===== src/design/fme_pkg.sv =====
`default_nettype none
package fme_pkg;

  // Fixed field widths of the item and result beats.
  localparam int JOB_W      = 9;
  localparam int MACH_W     = 5;
  localparam int PTIME_W    = 16;
  localparam int POS_W      = 9;
  localparam int COMP_BITS  = 26;
  localparam int JOBS_REG_W = 10;
  localparam int MACH_REG_W = 6;

  localparam logic [COMP_BITS-1:0] COMP_MAX = {COMP_BITS{1'b1}};

  // Defaults for the top-level parameters.
  localparam int DEF_MAX_JOBS     = 512;
  localparam int DEF_MAX_MACHINES = 32;
  localparam int DEF_TIME_BITS    = 16;

  // Register file layout.
  localparam int APB_AW = 3;
  localparam int APB_DW = 32;
  localparam logic REG_JOBS     = 1'b0;
  localparam logic REG_MACHINES = 1'b1;

  localparam logic [JOBS_REG_W-1:0] JOBS_RST = JOBS_REG_W'(1);
  localparam logic [MACH_REG_W-1:0] MACH_RST = MACH_REG_W'(1);

  // Item action codes.
  localparam logic ACT_LOAD = 1'b0;
  localparam logic ACT_EVAL = 1'b1;

  typedef struct packed {
    logic               action;
    logic [JOB_W-1:0]   job;
    logic [MACH_W-1:0]  machine;
    logic [PTIME_W-1:0] proc_time;
    logic [POS_W-1:0]   position;
  } in_beat_t;

  typedef struct packed {
    logic [COMP_BITS-1:0] completion;
    logic                 is_makespan;
  } out_beat_t;

  typedef struct packed {
    logic [JOBS_REG_W-1:0] jobs_in_use;
    logic [MACH_REG_W-1:0] machines_in_use;
  } cfg_t;

  typedef enum logic [1:0] {
    ST_IDLE,
    ST_RUN,
    ST_DONE
  } state_t;

endpackage
`default_nettype wire


===== src/design/fme_cfg.sv =====
`default_nettype none
module fme_cfg (
  input  wire logic                        clk,
  input  wire logic                        rst_n,
  input  wire logic                        psel,
  input  wire logic                        penable,
  input  wire logic                        pwrite,
  input  wire logic [fme_pkg::APB_AW-1:0]  paddr,
  input  wire logic [fme_pkg::APB_DW-1:0]  pwdata,
  output logic      [fme_pkg::APB_DW-1:0]  prdata,
  output logic                             pready,
  output fme_pkg::cfg_t                    cfg
);
  import fme_pkg::*;

  logic [JOBS_REG_W-1:0] jobs_r, jobs_nxt;
  logic [MACH_REG_W-1:0] mach_r, mach_nxt;
  logic                  wr_en;
  logic                  reg_sel;

  assign reg_sel = paddr[2];
  assign wr_en   = psel && penable && pwrite;

  always_comb begin
    jobs_nxt = jobs_r;
    mach_nxt = mach_r;
    if (wr_en) begin
      case (reg_sel)
        REG_JOBS:     jobs_nxt = pwdata[JOBS_REG_W-1:0];
        REG_MACHINES: mach_nxt = pwdata[MACH_REG_W-1:0];
        default:      ;
      endcase
    end
  end

  always_ff @(posedge clk) begin
    if (!rst_n) begin
      jobs_r <= JOBS_RST;
      mach_r <= MACH_RST;
    end else begin
      jobs_r <= jobs_nxt;
      mach_r <= mach_nxt;
    end
  end

  always_comb begin
    case (reg_sel)
      REG_JOBS:     prdata = APB_DW'(jobs_r);
      REG_MACHINES: prdata = APB_DW'(mach_r);
      default:      prdata = '0;
    endcase
  end

  assign pready              = 1'b1;
  assign cfg.jobs_in_use     = jobs_r;
  assign cfg.machines_in_use = mach_r;

endmodule
`default_nettype wire


===== config.mk =====
export PLATFORM = sky130hd
export DESIGN_NAME = fme_cfg
export DESIGN_NICKNAME = d
export VERILOG_FILES = /design/src/design/fme_pkg.sv /design/src/design/fme_cfg.sv
export SDC_FILE = /design/constraint.sdc
export NUM_CORES = 1
export LEC_CHECK = 0
export ABC_AREA = 0
export BUFFER_PORTS_ARGS = -buffer_cell sky130_fd_sc_hd__buf_2
export CAP_MARGIN = 20
export CORE_MARGIN = 2
export CORE_UTILIZATION = 30
export CTS_CLUSTER_DIAMETER = 200
export DETAILED_ROUTE_END_ITERATION = 10
export PLACE_DENSITY = 0.68
export SYNTH_ARGS = -nofsm -noshare
export SYNTH_HDL_FRONTEND = slang
export SYNTH_SLANG_ARGS = --single-unit

===== constraint.sdc =====
create_clock -name clk -period 0.9 [get_ports clk]
set_input_delay 0.045 -clock clk [delete_from_list [all_inputs] [get_ports clk]]
set_output_delay 0.045 -clock clk [all_outputs]
set_load 0.05 [all_outputs]

==> results.py <==
metrics = {
    "synth": {
        "ys_types": 11,
        "avgSynthCellArea_um2": 9.12,
        "yosys_warnings": 0,
        "synthCells": 100,
        "ys_seq_elements": 16,
        "synth-seq-area-share": 0.351,
        "synth_area_um2": 912,
    },
    "worst_setup_path": {
        "regToRegSetupSlack_ns": 0.12,
        "rr_startpoint": "mach_r[4]",
        "crit_chain": "mux2_4, buf_8",
        "crit_required_ns": 0.85,
        "ff2ff_path_depth": 4,
        "critical_path.top_delay_family": "flip-flops",
        "crit_path_top_delay_cell": "dfxtp_2",
        "critical_path_arrival_ns": 1.05,
        "cpPeakStageDelay_ns": 0.33,
        "timing.rr.end": "mach_r[4]",
        "cp-start-kind": "flip-flop",
        "crit_path_max_fanout": 2,
        "worstSetupPathType": "flip-flop to output pin",
        "crit_buf_inv": 1,
        "endpoint_kind": "output pin",
    },
    "drt": {
        "dr.pass1.iters": 4,
        "vias": 804,
        "drc_errors": 0,
        "ant_nets": 0,
        "wl_per_cell_um": 11.2,
        "vias_per_cell": 4.14,
        "wirelength_mm": 2.17,
        "first_iter_violations": 10,
    },
    "die": {
        "die_y_um": 59.1,
        "coreArea_um2": 2980,
        "rows": 20,
        "dieArea_um2": 3500,
        "io_pins": 89,
        "start_util": 0.306,
        "die_w_um": 59.1,
    },
    "global_routing": {
        "grt_start_max_net_pins": 21,
        "grt_pass1_wl_mm": 3.27,
        "first_global_vias": 746,
        "antenna_found_initial": 0,
        "overflow": 0,
        "gr-usage-all-layers": 0.127,
    },
    "sta": {
        "slew_viol_final": 0,
        "max_clock_freq_mhz": 915,
        "rsz0062_at_grt": "yes",
        "skew_ns": 0,
        "layout_setup_ws_ns": -0.192,
        "setup_viol": 18,
        "final_hold_viol_count": 0,
        "period_needed_ns": 1.09,
        "hold_ws_ns": 0.0112,
        "finalCritPeriodShare": 1.21,
    },
    "layout": {
        "drive_gt1_frac": 0.553,
        "syn_to_final_growth_pct": 73.3,
        "nets": 202,
        "fin_util": 0.531,
        "diodes": 0,
        "instances_no_fill": 194,
    },
    "cts": {
        "clock_path_buffers": 2,
        "htreeDepth": 1,
        "root_buffer": "clkbuf_4",
        "clk-insertion-delay-late_ns": 0.29,
        "clk_pin_slew_ns": 0.09,
        "cts_buffers": 3,
        "cts_sinks": 16,
        "tritoncts": "built",
    },
    "run_status": {
        "violations": "setup timing",
        "status": "finished with violations",
    },
    "power_and_ir_drop": {
        "p_sw_mw": 0.635,
        "pwr-share-comb": 0.320,
        "p_sw_frac": 0.358,
        "p_total_mw": 1.77,
        "ir_drop_v": 0.000549,
        "power_frac_seq": 0.411,
        "pwr-share-clk": 0.269,
        "leakage_nw": 0.768,
        "p_int_mw": 1.14,
        "powerDensity_nw_per_um2": 1120,
    },
    "placement": {
        "dpl_worst_slack_ns": -0.0188,
        "dp.cells": 175,
        "gp_congestion": 0.646,
        "hpwlAfterDp_mm": 1.45,
        "numPortBuffers": 41,
    },
    "worst_hold_path": {
        "hold_path.class": "input port to flip-flop",
        "hold_depth": 3,
        "hold_end": "mach_r[4]",
        "hold_start": "pwdata[4]",
    },
    "run": {
        "max_cap_violations": 0,
    },
}
## tightest hold or removal path, cell delays in order
cell     delay [ns]
buf_2          0.10
nand2_1        0.06
mux2i_1        0.06
## per-stage QoR
step                instance area (um^2)  setup TNS, ns
finish                              1580          -1.67
global route                        1580          -2.45
CTS                                 1510          -1.92
detailed placement                  1200        -0.0386
global placement                    1200              0
floorplan                           1070              0
## layer usage
| layer | up-vias | share of wire | GRT usage |
|---|---|---|---|
| li1 | 398 | - | - |
| met1 | 371 | 0.37 | 0.134 |
| met2 | 31 | 0.57 | 0.238 |
| met3 | 4 | 0.045 | 0.0328 |
| met4 | 0 | 0.017 | 0.0487 |
| met5 | - | 0 | 0 |
## cells in the final DEF, fill, tap and decap left out, drive strengths merged
cell type | Yosys | layout
and4b | 1 | 1
buf | 28 | 58
clkbuf | 0 | 4
conb | 2 | 23
dfxtp | 16 | 16
dlygate4sd3 | 0 | 6
mux2 | 6 | 6
mux2i | 16 | 16
nand2 | 23 | 23
nand4 | 1 | 1
nor2b | 7 | 7
## timing repair
item | in CTS | in global routing
gates cloned | 0 | 0
setup endpoints to repair | 26 | 26
hold endpoints to repair | 6 | 0
gates resized for setup | 51 | 16
setup buffers | 7 | 3
hold buffers | 6 | 0
## worst max-delay path by stage
stage | startpoint | end | slack (ns) | depth (start not counted)
final | jobs_r[4] | prdata[4] | -0.19 | 2
after global routing | mach_r[3] | prdata[3] | -0.23 | 2
after CTS | jobs_r[3] | prdata[3] | -0.20 | 2
after detailed placement | paddr[2] | jobs_r[9] | -0.02 | 4
after global placement | paddr[2] | prdata[5] | 0.01 | 4
after floorplan | jobs_r[0] | prdata[0] | 0.07 | 1
## synthesized netlist by cell type, drive strengths merged
master,n,share of area
buf,28,0.22
mux2i,16,0.18
dfxtp,16,0.35
mux2,6,0.074
conb,2,0.0082
nor2b,7,0.048
nand2,23,0.095
nand4,1,0.014
and4b,1,0.011
## power by group through the flow
stage / clock network (mW) / logic [mW] / registers, mW
after floorplan: 0 / 0.411 / 0.798
after global placement: 0 / 0.481 / 0.742
after detailed placement: 0 / 0.485 / 0.744
after CTS: 0.507 / 0.552 / 0.726
after global routing: 0.536 / 0.592 / 0.731
final: 0.477 / 0.566 / 0.728
## cells by family (layout without fill, tap and decap cells)
kind of cell	Yosys count	count (layout)	share of synthesized area
buffers and inverters	28	68	0.224
flip-flops	16	16	0.351
other	2	23	0.00823
AND/OR/NAND/NOR	32	32	0.167
multiplexers	22	22	0.250
## registers in the layout, indices dropped and copies added (netlist names)
register and cells:
mach_r 6, jobs_r 10
## area by class of cell
class	count	area, um^2
Fill cell	257	1400
Timing Repair Buffer	64	633
Multi-Input combinational cell	77	519
Sequential cell	16	350
Tap cell	33	41.3
Clock buffer	4	36.3
Power figures use the tool's default switching activity.
